$ cat src/sv/tlt_pkg.sv
// ----------------------------------------------------------------------------
// tlt_pkg
// Shared types, character codes and keyword tables for the toy language
// tokenizer: lexer state, token record and the per-byte helper functions.
// ----------------------------------------------------------------------------
`default_nettype none

package tlt_pkg;

  localparam int TW = 13;                 // offset, length and line width
  localparam logic [TW-1:0] TOP13 = '1;   // saturation value
  localparam int KW_COUNT  = 9;
  localparam int KW_MAXLEN = 8;
  localparam int SYM_SINGLE = 8;          // symbols found on a single byte

  // lexer modes
  typedef enum logic [3:0] {
    MODE_IDLE  = 4'd0,
    MODE_INT   = 4'd1,
    MODE_IDENT = 4'd2,
    MODE_STR   = 4'd3,
    MODE_CMT   = 4'd4,
    MODE_HELD  = 4'd5
  } lex_mode_t;

  // token kinds
  localparam logic [2:0] KIND_STR   = 3'd0;
  localparam logic [2:0] KIND_INT   = 3'd1;
  localparam logic [2:0] KIND_SYM   = 3'd2;
  localparam logic [2:0] KIND_KW    = 3'd3;
  localparam logic [2:0] KIND_IDENT = 3'd4;
  localparam logic [2:0] KIND_ERR   = 3'd5;

  // symbol codes that are not found by table lookup
  localparam logic [3:0] SYM_ASSIGN = 4'd8;
  localparam logic [3:0] SYM_EQEQ   = 4'd9;
  localparam logic [3:0] SYM_NEQ    = 4'd10;

  // character codes
  localparam logic [7:0] CH_NL    = 8'h0A;
  localparam logic [7:0] CH_SP    = 8'h20;
  localparam logic [7:0] CH_BANG  = 8'h21;
  localparam logic [7:0] CH_QUOTE = 8'h22;
  localparam logic [7:0] CH_MINUS = 8'h2D;
  localparam logic [7:0] CH_SLASH = 8'h2F;
  localparam logic [7:0] CH_EQ    = 8'h3D;
  localparam logic [7:0] CH_UNDER = 8'h5F;

  // keyword text, padded with zeros
  localparam logic [7:0] KW_TAB [KW_COUNT][KW_MAXLEN] = '{
    '{"s", "e", "t", 8'h00, 8'h00, 8'h00, 8'h00, 8'h00},
    '{"c", "a", "l", "l", 8'h00, 8'h00, 8'h00, 8'h00},
    '{"c", "a", "l", "l", "_", "s", "e", "t"},
    '{"r", "e", "t", "u", "r", "n", 8'h00, 8'h00},
    '{"w", "h", "i", "l", "e", 8'h00, 8'h00, 8'h00},
    '{"c", "a", "s", "e", 8'h00, 8'h00, 8'h00, 8'h00},
    '{"v", "a", "r", 8'h00, 8'h00, 8'h00, 8'h00, 8'h00},
    '{"f", "u", "n", "c", 8'h00, 8'h00, 8'h00, 8'h00},
    '{"_", "c", "m", "t", 8'h00, 8'h00, 8'h00, 8'h00}
  };
  localparam logic [3:0] KW_LEN [KW_COUNT] = '{
    4'd3, 4'd4, 4'd8, 4'd6, 4'd5, 4'd4, 4'd3, 4'd4, 4'd4
  };

  // single-byte symbols, code is the index
  localparam logic [7:0] SYM_CHARS [SYM_SINGLE] = '{
    ";", "(", ")", "{", "}", ",", "+", "*"
  };

  typedef struct packed {
    lex_mode_t             mode;
    logic [7:0]            held;
    logic [TW-1:0]         tstart;
    logic [TW-1:0]         tlen;
    logic [TW-1:0]         tline;
    logic [TW-1:0]         lcount;
    logic [TW-1:0]         boff;
    logic [KW_COUNT-1:0]   kwc;
  } lex_state_t;

  localparam lex_state_t LEX_RESET = '{
    mode:   MODE_IDLE,
    held:   8'h00,
    tstart: '0,
    tlen:   '0,
    tline:  13'd1,
    lcount: 13'd1,
    boff:   '0,
    kwc:    '1
  };

  typedef struct packed {
    logic [2:0]    kind;
    logic [TW-1:0] start;
    logic [TW-1:0] len;
    logic [TW-1:0] line;
    logic [3:0]    sym;
    logic [3:0]    kw;
    logic          last;
  } tok_t;

  function automatic logic [TW-1:0] sat_inc(input logic [TW-1:0] v);
    return (v != TOP13) ? v + 13'd1 : TOP13;
  endfunction

  function automatic logic is_digit(input logic [7:0] c);
    return (c >= "0") && (c <= "9");
  endfunction

  function automatic logic is_ident(input logic [7:0] c);
    return ((c >= "a") && (c <= "z")) || is_digit(c) || (c == CH_UNDER);
  endfunction

  function automatic tok_t mk_tok(input logic [2:0] kind, input logic [TW-1:0] start,
                                  input logic [TW-1:0] len, input logic [TW-1:0] line,
                                  input logic [3:0] sym, input logic [3:0] kw);
    tok_t t;
    t.kind  = kind;
    t.start = start;
    t.len   = len;
    t.line  = line;
    t.sym   = sym;
    t.kw    = kw;
    t.last  = 1'b0;
    return t;
  endfunction

  // drop keywords that do not have byte c at position pos
  function automatic logic [KW_COUNT-1:0] kw_filter(input logic [KW_COUNT-1:0] mask,
                                                    input logic [TW-1:0] pos,
                                                    input logic [7:0] c);
    logic [KW_COUNT-1:0] m;
    m = mask;
    for (int i = 0; i < KW_COUNT; i++) begin
      if ((pos >= TW'(KW_LEN[i])) || (KW_TAB[i][pos[2:0]] != c)) begin
        m[i] = 1'b0;
      end
    end
    return m;
  endfunction

  // identifier or keyword token, first matching keyword wins
  function automatic tok_t finish_ident(input logic [KW_COUNT-1:0] cand,
                                        input logic [TW-1:0] len,
                                        input logic [TW-1:0] start,
                                        input logic [TW-1:0] line);
    tok_t t;
    logic found;
    t = mk_tok(KIND_IDENT, start, len, line, 4'd0, 4'd0);
    found = 1'b0;
    for (int i = 0; i < KW_COUNT; i++) begin
      if (!found && cand[i] && (len == TW'(KW_LEN[i]))) begin
        found  = 1'b1;
        t.kind = KIND_KW;
        t.kw   = 4'(i);
      end
    end
    return t;
  endfunction

endpackage

`default_nettype wire

$ cat src/sv/tlt_step.sv
// ----------------------------------------------------------------------------
// tlt_step
// Per-byte lexer step: from the current lexer state and one source byte,
// forms the next state and up to two tokens, in emission order.
// ----------------------------------------------------------------------------
`default_nettype none

module tlt_step
  import tlt_pkg::*;
(
  input  lex_state_t st,
  input  logic [7:0] in_byte,
  input  logic       end_of_text,
  output lex_state_t st_next,
  output tok_t       res0,
  output tok_t       res1,
  output logic [1:0] res_count
);

  lex_state_t s1;
  tok_t       e0, e1, e2;
  logic       e0v, e1v, e2v;
  logic       do_start, do_ident;
  logic [KW_COUNT-1:0] id_mask;
  logic       sym_hit;
  logic [3:0] sym_idx;

  // single-byte symbol lookup
  always_comb begin
    sym_hit = 1'b0;
    sym_idx = 4'd0;
    for (int i = 0; i < SYM_SINGLE; i++) begin
      if (!sym_hit && (in_byte == SYM_CHARS[i])) begin
        sym_hit = 1'b1;
        sym_idx = 4'(i);
      end
    end
  end

  // mode dispatch, identifier continuation and token start
  always_comb begin
    s1       = st;
    e0v      = 1'b0;
    e0       = mk_tok(KIND_STR, '0, '0, '0, 4'd0, 4'd0);
    e1v      = 1'b0;
    e1       = mk_tok(KIND_SYM, st.boff, 13'd1, st.lcount, sym_idx, 4'd0);
    do_start = 1'b0;
    do_ident = 1'b0;
    id_mask  = st.kwc;

    unique case (st.mode)
      MODE_INT: begin
        if (is_digit(in_byte)) begin
          s1.tlen = sat_inc(st.tlen);
        end else begin
          e0v      = 1'b1;
          e0       = mk_tok(KIND_INT, st.tstart, st.tlen, st.tline, 4'd0, 4'd0);
          do_start = 1'b1;
        end
      end
      MODE_IDENT: begin
        do_ident = 1'b1;
      end
      MODE_STR: begin
        if (in_byte == CH_QUOTE) begin
          if (st.tlen == '0) begin
            // empty string: opening quote becomes a one-byte identifier
            e0v       = 1'b1;
            e0        = mk_tok(KIND_IDENT, st.tstart - 13'd1, 13'd1, st.tline, 4'd0, 4'd0);
            s1.tstart = st.boff + 13'd1;
            s1.tline  = st.lcount;
          end else begin
            e0v     = 1'b1;
            e0      = mk_tok(KIND_STR, st.tstart, st.tlen, st.tline, 4'd0, 4'd0);
            s1.mode = MODE_IDLE;
          end
        end else begin
          s1.tlen = sat_inc(st.tlen);
        end
      end
      MODE_CMT: begin
        if (in_byte == CH_NL) begin
          s1.lcount = sat_inc(st.lcount);
          s1.mode   = MODE_IDLE;
        end
      end
      MODE_HELD: begin
        priority if (st.held == CH_EQ) begin
          e0v = 1'b1;
          if (in_byte == CH_EQ) begin
            e0      = mk_tok(KIND_SYM, st.tstart, 13'd2, st.tline, SYM_EQEQ, 4'd0);
            s1.mode = MODE_IDLE;
          end else begin
            e0       = mk_tok(KIND_SYM, st.tstart, 13'd1, st.tline, SYM_ASSIGN, 4'd0);
            do_start = 1'b1;
          end
        end else if ((st.held == CH_BANG) && (in_byte == CH_EQ)) begin
          e0v     = 1'b1;
          e0      = mk_tok(KIND_SYM, st.tstart, 13'd2, st.tline, SYM_NEQ, 4'd0);
          s1.mode = MODE_IDLE;
        end else if ((st.held == CH_SLASH) && (in_byte == CH_SLASH)) begin
          s1.mode = MODE_CMT;
        end else begin
          // lone '!' or '/' opens an identifier that is never a keyword
          s1.mode  = MODE_IDENT;
          id_mask  = '0;
          do_ident = 1'b1;
        end
      end
      default: begin
        do_start = 1'b1;
      end
    endcase

    // identifier continues or ends
    if (do_ident) begin
      if (is_ident(in_byte)) begin
        s1.kwc  = kw_filter(id_mask, st.tlen, in_byte);
        s1.tlen = sat_inc(st.tlen);
      end else begin
        s1.kwc   = id_mask;
        e0v      = 1'b1;
        e0       = finish_ident(id_mask, st.tlen, st.tstart, st.tline);
        do_start = 1'b1;
      end
    end

    // first byte of a new token
    if (do_start) begin
      s1.mode = MODE_IDLE;
      priority if (in_byte == CH_NL) begin
        s1.lcount = sat_inc(st.lcount);
      end else if (in_byte == CH_SP) begin
        s1.mode = MODE_IDLE;
      end else if (in_byte == CH_QUOTE) begin
        s1.mode   = MODE_STR;
        s1.tstart = st.boff + 13'd1;
        s1.tlen   = '0;
        s1.tline  = st.lcount;
      end else if ((in_byte == CH_MINUS) || is_digit(in_byte)) begin
        s1.mode   = MODE_INT;
        s1.tstart = st.boff;
        s1.tlen   = 13'd1;
        s1.tline  = st.lcount;
      end else if ((in_byte == CH_EQ) || (in_byte == CH_BANG) || (in_byte == CH_SLASH)) begin
        s1.mode   = MODE_HELD;
        s1.held   = in_byte;
        s1.tstart = st.boff;
        s1.tlen   = 13'd1;
        s1.tline  = st.lcount;
      end else if (sym_hit) begin
        e1v = 1'b1;
      end else begin
        s1.mode   = MODE_IDENT;
        s1.tstart = st.boff;
        s1.tlen   = 13'd1;
        s1.tline  = st.lcount;
        s1.kwc    = kw_filter('1, '0, in_byte);
      end
    end
  end

  // end-of-text flush and offset advance
  always_comb begin
    e2v     = 1'b0;
    e2      = mk_tok(KIND_INT, s1.tstart, s1.tlen, s1.tline, 4'd0, 4'd0);
    st_next = s1;
    st_next.boff = st.boff + 13'd1;
    if (end_of_text) begin
      unique case (s1.mode)
        MODE_INT: begin
          e2v = 1'b1;
        end
        MODE_IDENT: begin
          e2v = 1'b1;
          e2  = finish_ident(s1.kwc, s1.tlen, s1.tstart, s1.tline);
        end
        MODE_HELD: begin
          e2v = 1'b1;
          if (s1.held == CH_EQ) begin
            e2 = mk_tok(KIND_SYM, s1.tstart, 13'd1, s1.tline, SYM_ASSIGN, 4'd0);
          end else begin
            e2 = mk_tok(KIND_IDENT, s1.tstart, 13'd1, s1.tline, 4'd0, 4'd0);
          end
        end
        MODE_STR: begin
          e2v = 1'b1;
          e2  = mk_tok(KIND_ERR, s1.tstart, s1.tlen, s1.tline, 4'd0, 4'd0);
        end
        default: begin
          e2v = 1'b0;
        end
      endcase
      st_next = LEX_RESET;
    end
  end

  // pack the valid tokens into two slots and mark the last one
  always_comb begin
    res0 = e2;
    res1 = e2;
    priority if (e0v) begin
      res0      = e0;
      res1      = e1v ? e1 : e2;
      res_count = (e1v || e2v) ? 2'd2 : 2'd1;
    end else if (e1v) begin
      res0      = e1;
      res_count = e2v ? 2'd2 : 2'd1;
    end else begin
      res_count = e2v ? 2'd1 : 2'd0;
    end
    res0.last = (res_count == 2'd1);
    res1.last = 1'b1;
  end

endmodule

`default_nettype wire

$ cat src/sv/toy_language_tokenizer.sv
// Tokens enter the registered token queue at their byte transfer, in order.
// Throughput: one byte per cycle while the master side is ready and bytes
// average at most one token each; a byte's second token is absorbed by the
// four-entry token queue (input ready while the queue holds two or fewer).
// Reset: lexer returns to idle at line 1, offset 0; the token queue empties.
// ----------------------------------------------------------------------------
// toy_language_tokenizer
// Streaming tokenizer: one source byte in, zero to two tokens out per byte.
// ----------------------------------------------------------------------------
`default_nettype none

module toy_language_tokenizer
  import tlt_pkg::*;
(
  input  wire logic        clk,
  input  wire logic        rst,
  input  wire logic        s_axis_tvalid,
  output logic             s_axis_tready,
  input  wire logic [7:0]  s_axis_tdata,   // in_byte
  input  wire logic        s_axis_tlast,   // end_of_text
  output logic             m_axis_tvalid,
  input  wire logic        m_axis_tready,
  // token_start, token_length, token_line, symbol_code, keyword_id, zero pad
  output logic [47:0]      m_axis_tdata,
  output logic [2:0]       m_axis_tuser,   // token_kind
  output logic             m_axis_tlast    // last_of_run
);

  localparam int QDEPTH = 4;

  lex_state_t st, st_next;
  tok_t       res0, res1;
  logic [1:0] res_count;
  tok_t       queue [QDEPTH];
  logic [1:0] wr_ptr, rd_ptr;
  logic [2:0] count, count_next;
  logic       in_xfer, out_xfer;
  tok_t       head;

  // per-byte lexer logic
  tlt_step u_step (
    .st          (st),
    .in_byte     (s_axis_tdata),
    .end_of_text (s_axis_tlast),
    .st_next     (st_next),
    .res0        (res0),
    .res1        (res1),
    .res_count   (res_count)
  );

  // handshakes
  assign s_axis_tready = (count <= 3'd2);
  assign in_xfer       = s_axis_tvalid && s_axis_tready;
  assign out_xfer      = m_axis_tvalid && m_axis_tready;
  assign count_next    = count + 3'(in_xfer ? res_count : 2'd0) - 3'(out_xfer);

  // lexer state register
  always_ff @(posedge clk) begin
    if (rst) begin
      st <= LEX_RESET;
    end else if (in_xfer) begin
      st <= st_next;
    end
  end

  // token queue storage
  always_ff @(posedge clk) begin
    if (in_xfer && (res_count != 2'd0)) begin
      queue[wr_ptr] <= res0;
    end
    if (in_xfer && (res_count == 2'd2)) begin
      queue[wr_ptr + 2'd1] <= res1;
    end
  end

  // token queue pointers
  always_ff @(posedge clk) begin
    if (rst) begin
      wr_ptr <= '0;
      rd_ptr <= '0;
      count  <= '0;
    end else begin
      if (in_xfer) begin
        wr_ptr <= wr_ptr + res_count;
      end
      if (out_xfer) begin
        rd_ptr <= rd_ptr + 2'd1;
      end
      count <= count_next;
    end
  end

  // master side
  assign head          = queue[rd_ptr];
  assign m_axis_tvalid = (count != 3'd0);
  assign m_axis_tdata  = {1'b0, head.kw, head.sym, head.line, head.len, head.start};
  assign m_axis_tuser  = head.kind;
  assign m_axis_tlast  = head.last;

  // queue never overfills
  assert property (@(posedge clk) disable iff (rst) count <= 3'(QDEPTH))
    else $error("token queue overflow");

  // end of text returns the lexer to its start state
  assert property (@(posedge clk) disable iff (rst)
    (in_xfer && s_axis_tlast) |=> (st.mode == MODE_IDLE && st.boff == '0 && st.lcount == 13'd1))
    else $error("lexer not reset after end of text");

  // a held byte is always one of the two-byte openers
  assert property (@(posedge clk) disable iff (rst)
    (st.mode == MODE_HELD) |-> (st.held == CH_EQ || st.held == CH_BANG || st.held == CH_SLASH))
    else $error("bad held character");

  // line count never leaves its range
  assert property (@(posedge clk) disable iff (rst) st.lcount != '0)
    else $error("line count is zero");

endmodule

`default_nettype wire

$ cat config.mk
export PLATFORM = sky130hd
export DESIGN_NAME = toy_language_tokenizer
export DESIGN_NICKNAME = d
export VERILOG_FILES = /design/src/sv/tlt_pkg.sv /design/src/sv/tlt_step.sv /design/src/sv/toy_language_tokenizer.sv
export SDC_FILE = /design/constraint.sdc
export NUM_CORES = 1
export LEC_CHECK = 0
export BUFFER_PORTS_ARGS = -buffer_cell sky130_fd_sc_hd__clkbuf_2
export CAP_MARGIN = 10
export CORE_MARGIN = 4
export CORE_UTILIZATION = 50
export CTS_CLUSTER_SIZE = 20
export DETAILED_ROUTE_END_ITERATION = 12
export PLACE_DENSITY = 0.79
export SLEW_MARGIN = 25
export SYNTH_ARGS = -nofsm -noshare
export SYNTH_HDL_FRONTEND = slang
export SYNTH_SLANG_ARGS = --single-unit
$ cat constraint.sdc
create_clock -name clk -period 5.37 [get_ports clk]
set_clock_uncertainty 0.2 [all_clocks]
set_input_delay 0.8055 -clock clk [delete_from_list [all_inputs] [get_ports clk]]
set_output_delay 0.8055 -clock clk [all_outputs]
set_load 0.01 [all_outputs]
-- Word level (Yosys, flattened, before mapping)
Memories as Yosys holds them, arrays and structs flattened. A register that Yosys moved wholly into a read port is not among the register bits.
Cells that the tools add are included.
- output and inout bits: 54
- memories kept: 10
- bits in registers: 93
- latch bits: 0
- bits of input ports: 13
- RAM bits: 204
- bits in read-only memories: 576
- logic and storage cells: 429
- bitwise logic cells: 1
- $mul: 0
- eq/ne operators: 59
- reductions and logical operators: 92
- div/mod/pow operators: 0
- shifts and indexed selects: 0
- order comparisons: 11
- mux-type cells: 236
- add/subtract/negate cells: 9
- memory list (memory ; words ; width ; read ports ; clocked after Yosys merged registers in ; write ports ; RTL line ; RTL):
    queue ; 4 ; 51 ; 1 ; 1 ; 2 ; toy_language_tokenizer.sv:34 ; tok_t queue [QDEPTH];
    (no name shown) ; 8 ; 8 ; 1 ; 0 ; 0 ; tlt_pkg.sv:135 ; if ((pos >= TW'(KW_LEN[i])) || (KW_TAB[i][pos[2:0]] != c)) begin
    (no name shown) ; 8 ; 8 ; 1 ; 0 ; 0 ; tlt_pkg.sv:135 ;
    (no name shown) ; 8 ; 8 ; 1 ; 0 ; 0 ; tlt_pkg.sv:135 ;
    (no name shown) ; 8 ; 8 ; 1 ; 0 ; 0 ; tlt_pkg.sv:135 ;
    (no name shown) ; 8 ; 8 ; 1 ; 0 ; 0 ; tlt_pkg.sv:135 ;
    +4 memories ; -- ; -- ; -- ; -- ; -- ; -- ;
- operator list (kind ; count):
    51-bit two-way mux ; 10
    51-bit one-hot mux with 3 select lines ; 2
    13-bit two-way mux ; 15
    8-bit two-way mux ; 21
    39-bit two-way mux ; 4
    8-bit by 6-bit == test with 1-bit output (second input constant) ; 16
    9-bit two-way mux ; 13
    1-bit two-way mux ; 102
    50-bit two-way mux ; 2
    86-bit two-way mux ; 1
    3-bit two-way mux ; 27
    13-bit by 3-bit == test with 1-bit output (second input constant) ; 6
    4-bit two-way mux ; 18
    8-bit != test ; 9
    64-bit two-way mux ; 1
    7-bit by 8-bit != test with 1-bit output (first input constant) ; 7
    1-bit logical AND ; 49
    49-bit two-way mux ; 1
    47-bit two-way mux ; 1
    13-bit by 1-bit adder with 13-bit output (second input constant) ; 3
    13-bit by 3-bit greater-or-equal comparator with 1-bit output (second input constant) ; 3
    13-bit by 2-bit == test with 1-bit output (second input constant) ; 2
    13-bit by 4-bit == test with 1-bit output (second input constant) ; 2
    13-bit != test (second input constant) ; 2
    34 further kinds ; 91

-- Depth between registers and ports, before layout
- word-level depth: 85
- mapped depth: 23

-- Modules after synthesis
A second synthesis with hierarchy kept.
- cell total of the unflattened synthesis: 2022
- area, all modules: 19999.2 um^2
- modules (own cells, without submodules) (module ; sequential area each (um^2) ; times used ; area an instance (um^2) ; cells an instance):
    toy_language_tokenizer ; 8027.7 ; 1 ; 13708.1 ; 943
    tlt_step ; 0.0 ; 1 ; 6291.0 ; 1079

-- Least setup slack after synthesis
OpenSTA, ideal clock, no wires.
- kind: in2reg
- start point: input port s_axis_tdata[6]
- end point: memory queue[0][10] (netlist bit) (enable)
- data arrival time: 5228 ps
- path slack: -463 ps
- path buffers: 4
- setup time: 405 ps
- stages on the path: 18
- path through: buf_2 buf_2 a21boi_1 o221ai_1 nand3_2 nand2_1 nand3_1 or2_2 buf_2 inv_1 clkbuf_1 ha_1 nand2_1 o21ai_2 o21ai_1 nor3_1 nor2_1 inv_1
- RTL lines (what ; RTL line ; RTL):
    start: declaration ; toy_language_tokenizer.sv:19 ; input wire logic [7:0] s_axis_tdata,
    end: declaration ; toy_language_tokenizer.sv:34 ;

==> run summary <==
The power density of the placed cells came out at roughly 340 mW/mm^2. The slowest stage of the critical path is the sky130_fd_sc_hd__or4_1 cell. The total of hold buffers inserted after clock tree synthesis is 0. The via density per instance came out at just under 7.

The sequential-to-total area share from yosys stat is 0.447. The portion of the clock cycle consumed by the worst path in the final layout is 0.909. 0 antenna diodes ended up in the layout. The leakage dissipation came out at 7.01 nW. The post-detailed-route wirelength per cell came out at 24.9 um. The reg-to-reg critical path endpoint is queue[0][44]. The final max-slew violation count came out at 0. The worst slack on hold paths came out at around 260 ps. The clock-pin slew of the registers on the worst-case setup and hold paths came out at roughly 70 ps. CTS saw approximately 300 sinks. The core footprint came out at about 0.035 sq mm. Traced cell by cell, the critical path runs through or4_1, nor4_2, nand2_1, nand3_1, a21o_1, a21oi_1, a31oi_1, o21ai_0, ha_1, mux2_2, o21ai_1, nor3_1, nor2_2, clkinvlp_4, buf_12.

The buffer count from post-CTS setup fixing is 0. The worst reg2reg path startpoint is st[52]. Yosys mapped a number of flops with a built-in enable equal to 200. The depth of the worst hold-timing path came out at 1.

The die covers 0.0389 sq mm. The average cell area after synthesis came out at 9.66 sq um. The synthesized net count came out at 1,882. The worst-case hold path end point is st[80]. VDD sags by at most between 200 and 300 uV. The number of storage elements in the synthesis netlist is 299. TritonCTS built the clock tree. The final count of hold timing violations came to 0.

The setup total negative slack is 0 ps. The origin of the worst min-delay path is st[80]. Leaving out fill and tap cells, the most frequent cells in the layout are sky130_fd_sc_hd__edfxtp_1, sky130_fd_sc_hd__nor2_1, sky130_fd_sc_hd__nand2_1. The detailed-route DRC error count is 0.

The reg2reg setup slack is 490 ps. The number of endpoints failing setup at the final stage is 0. Registers take 0.00799 sq mm. The shortest clock period the worst path allows after layout came out at 4880 ps.

The worst slack after detailed placement came out at roughly 160 ps. Setup repair after global routing left no endpoint under its margin. The number of buffers created by CTS is 31. The horizontal extent of the die is 197 um. The transition at the pin with the smallest max-transition slack is approximately 1100 ps. For this run, the leading register cell type out of synthesis is sky130_fd_sc_hd__edfxtp_1. The count of routing violations after the opening detailed-route iteration is 2,305.

The number of rows created at floorplan came out at just under 70. The share of synthesized flip-flops with an asynchronous set or reset came out at 0. The number of gates resized after CTS was 0. The first global-routing pass estimated about 91,000 um of wire. The final worst setup slack is 488 ps. For this configuration, the core starts out at a cell density of 0.513. The die height came out at around 200 um. By startpoint and endpoint, the worst setup path is classified as reg2reg. The data required time of the critical path came out at 5420 ps. After filler insertion, the fill cell instance count of the layout stands at between 2k and 3k. The total placed instance area came out at 0.0192 sq mm.

The number of nets still failing antenna checks after routing is 0. The sum of overflow across all layers after global routing is 0. The depth of the most critical reg-to-reg path came out at 15.

The tool flagged a number of max-cap violations equal to 0. The area added between synthesis and finish is 13.3%. For this run, the detailed router's first-pass iteration total came to 6. The worst setup path is captured at a flip-flop. The maximum clock insertion buffer count is 3.

The routed design has between 50,000 and 60,000 um of wire. The number of I/O port buffers is 65. The worst min-delay path class is reg2reg.

The most common cell after layout, fill and taps aside is sky130_fd_sc_hd__edfxtp_1. For this run, the number of Yosys warnings is 0. On the worst path, the slowest cell contributes a delay of around 670 ps. The number of distinct standard cells referenced by the synthesized netlist came out at 93. The wire-length estimate of the detail-placed layout is 40,500 um.

The total number of vias is ~17k. The peak fanout along the critical path came out at 37. The finished layout cell area came out at 0.0203 sq mm. Entering global routing, the biggest net connects 79 pins. STA classifies the critical path startpoint as a flip-flop. The final RePlAce weighted congestion is between 1 and 1.5.

The peak clock frequency supported by timing is 205 MHz. The maximum level of the CTS H-tree is 1. The total routing usage reported by global routing is 0.293. The total standard cell area after synthesis came out at about 0.018 sq mm. The number of global-route vias before repair was 15.7k. The final net count came out at 1,933. The run finished with clean final reports. STA puts the critical path data arrival time at 4930 ps. CTS placed an instance of sky130_fd_sc_hd__clkbuf_16 at the clock tree root. Pin placement for this block handled 67 I/O pins. The sum of internal, switching and leakage power is ~0.0069 W. The fraction of layout instances using a drive strength above 1 is 0.177. The normalized max-slew margin is 0.273.

The initial antenna violation count came out at 0. The gate count of the mapped netlist is ~1.9k. The area of the multi-input gates came out at 0.00908 sq mm. The insertion delay of the later-clocked pin in the worst-skew pair came out at 570 ps.
-- Yosys cell counts (6+ instances only) --
cell type                  count  area (sq um)
sky130_fd_sc_hd__inv_1        42           158
sky130_fd_sc_hd__a31oi_1      22           138
sky130_fd_sc_hd__nand3_1      48           240
sky130_fd_sc_hd__and3_1       18           113
sky130_fd_sc_hd__o211ai_1     19           143
sky130_fd_sc_hd__and4_1        8          70.1
sky130_fd_sc_hd__a22o_1       60           526
sky130_fd_sc_hd__nor2_1      184           691
sky130_fd_sc_hd__o32ai_1       7          61.3
sky130_fd_sc_hd__or3_1        18           113
sky130_fd_sc_hd__a222oi_1      7          70.1
sky130_fd_sc_hd__a311oi_1      8          70.1
sky130_fd_sc_hd__a211oi_1      7          52.6
sky130_fd_sc_hd__mux4_2       51          1150
sky130_fd_sc_hd__nor3_1       38           190
sky130_fd_sc_hd__and2_1       18           113
sky130_fd_sc_hd__nand4b_1      6          52.6
sky130_fd_sc_hd__o21ai_0      75           375
sky130_fd_sc_hd__nand2b_1     31           194
sky130_fd_sc_hd__edfxtp_1    200          6010
sky130_fd_sc_hd__a21oi_1     117           586
sky130_fd_sc_hd__dfxtp_1      99          1980
sky130_fd_sc_hd__o21a_1        8          60.1
sky130_fd_sc_hd__xor2_1        7          61.3
sky130_fd_sc_hd__ha_1         17           213
sky130_fd_sc_hd__nand2_1     144           541
sky130_fd_sc_hd__clkbuf_1    132           495
sky130_fd_sc_hd__nor2b_1      16           100
sky130_fd_sc_hd__buf_1        17          63.8
sky130_fd_sc_hd__nor4b_1       6          52.6
sky130_fd_sc_hd__o221ai_1      7          61.3
sky130_fd_sc_hd__mux2i_1      22           220
sky130_fd_sc_hd__xnor2_1      26           228
sky130_fd_sc_hd__or4_1        12          90.1
sky130_fd_sc_hd__nor3b_1       6          45.0
sky130_fd_sc_hd__o22ai_1     127           795
sky130_fd_sc_hd__a22oi_1      59           443
sky130_fd_sc_hd__a221oi_1      9          78.8
sky130_fd_sc_hd__nand4_1      15          93.8
sky130_fd_sc_hd__buf_2        24           120
-- worst max path at each step --
stage | from | end | slack, ps | depth (start not counted)
after global placement | s_axis_tdata[4] | count[2] | 340 | 20
after floorplan | s_axis_tdata[1] | queue[3][0] | 10 | 17
final | st[52] | queue[0][44] | 490 | 15
after detailed placement | s_axis_tdata[4] | count[2] | 160 | 20
after CTS | st[52] | queue[0][40] | 570 | 15
after global routing | st[52] | queue[0][49] | 260 | 15
-- report_power, final --
part	switching [W]	internal, W	leakage (nW)
Combinational	0.00110	0.000754	3.75
Clock	0.000928	0.00130	0.513
Sequential	0.000177	0.00261	2.75
-- critical path, delay by kind of cell, from the launching register on --
kind                       cells  cell delay (ps)
AOI/OAI and AO/OA              5              750
adders and majority gates      1              370
buffers and inverters          2              360
DFF                            1              340
muxes                          1              190
and+or+nand+nor                6             2290
-- metrics by stage --
stage	cells	utilization
2_1_floorplan	1851	-
3_3_place_gp	2322	0.550
3_5_place_dp	2324	0.550
4_1_cts	2382	0.581
5_1_grt	2382	0.581
6_report	2382	0.581
-- kinds of logic (layout without fill, tap and decap cells) --
kind of cell	Yosys count	count (layout)	synth area share
simple gates	603	603	0.168
mux	76	76	0.0784
flops	299	299	0.447
other cells	1	1	0.000210
xor+xnor	33	33	0.0162
fa+ha+maj	18	18	0.0130
compound gates	602	602	0.229
buf+inv	219	295	0.0485
-- area by class of cell --
cell class,count,area share
inverters,43,0.00852
flip-flops and latches,299,0.395
multi-input cells,1333,0.448
well taps,455,0.0281
clock inverters,20,0.0113
clock buffers,38,0.0411
repair buffers,194,0.0682
-- per-layer routing --
layer	vias to the layer above	GRT usage	wire length (um)
li1	7249	-	-
met1	7912	0.411	23900
met2	1165	0.466	27100
met3	184	0.0493	6180
met4	0	0.103	2130
met5	-	0	0
-- flip-flops by register name, indices dropped and copies added (netlist names), named ones only --
| signal | cells |
|---|---|
| st | 86 |
| count | 3 |
| queue | 204 |
| rd_ptr | 2 |
| wr_ptr | 2 |
Note: power is estimated with default switching activity, not from simulation.
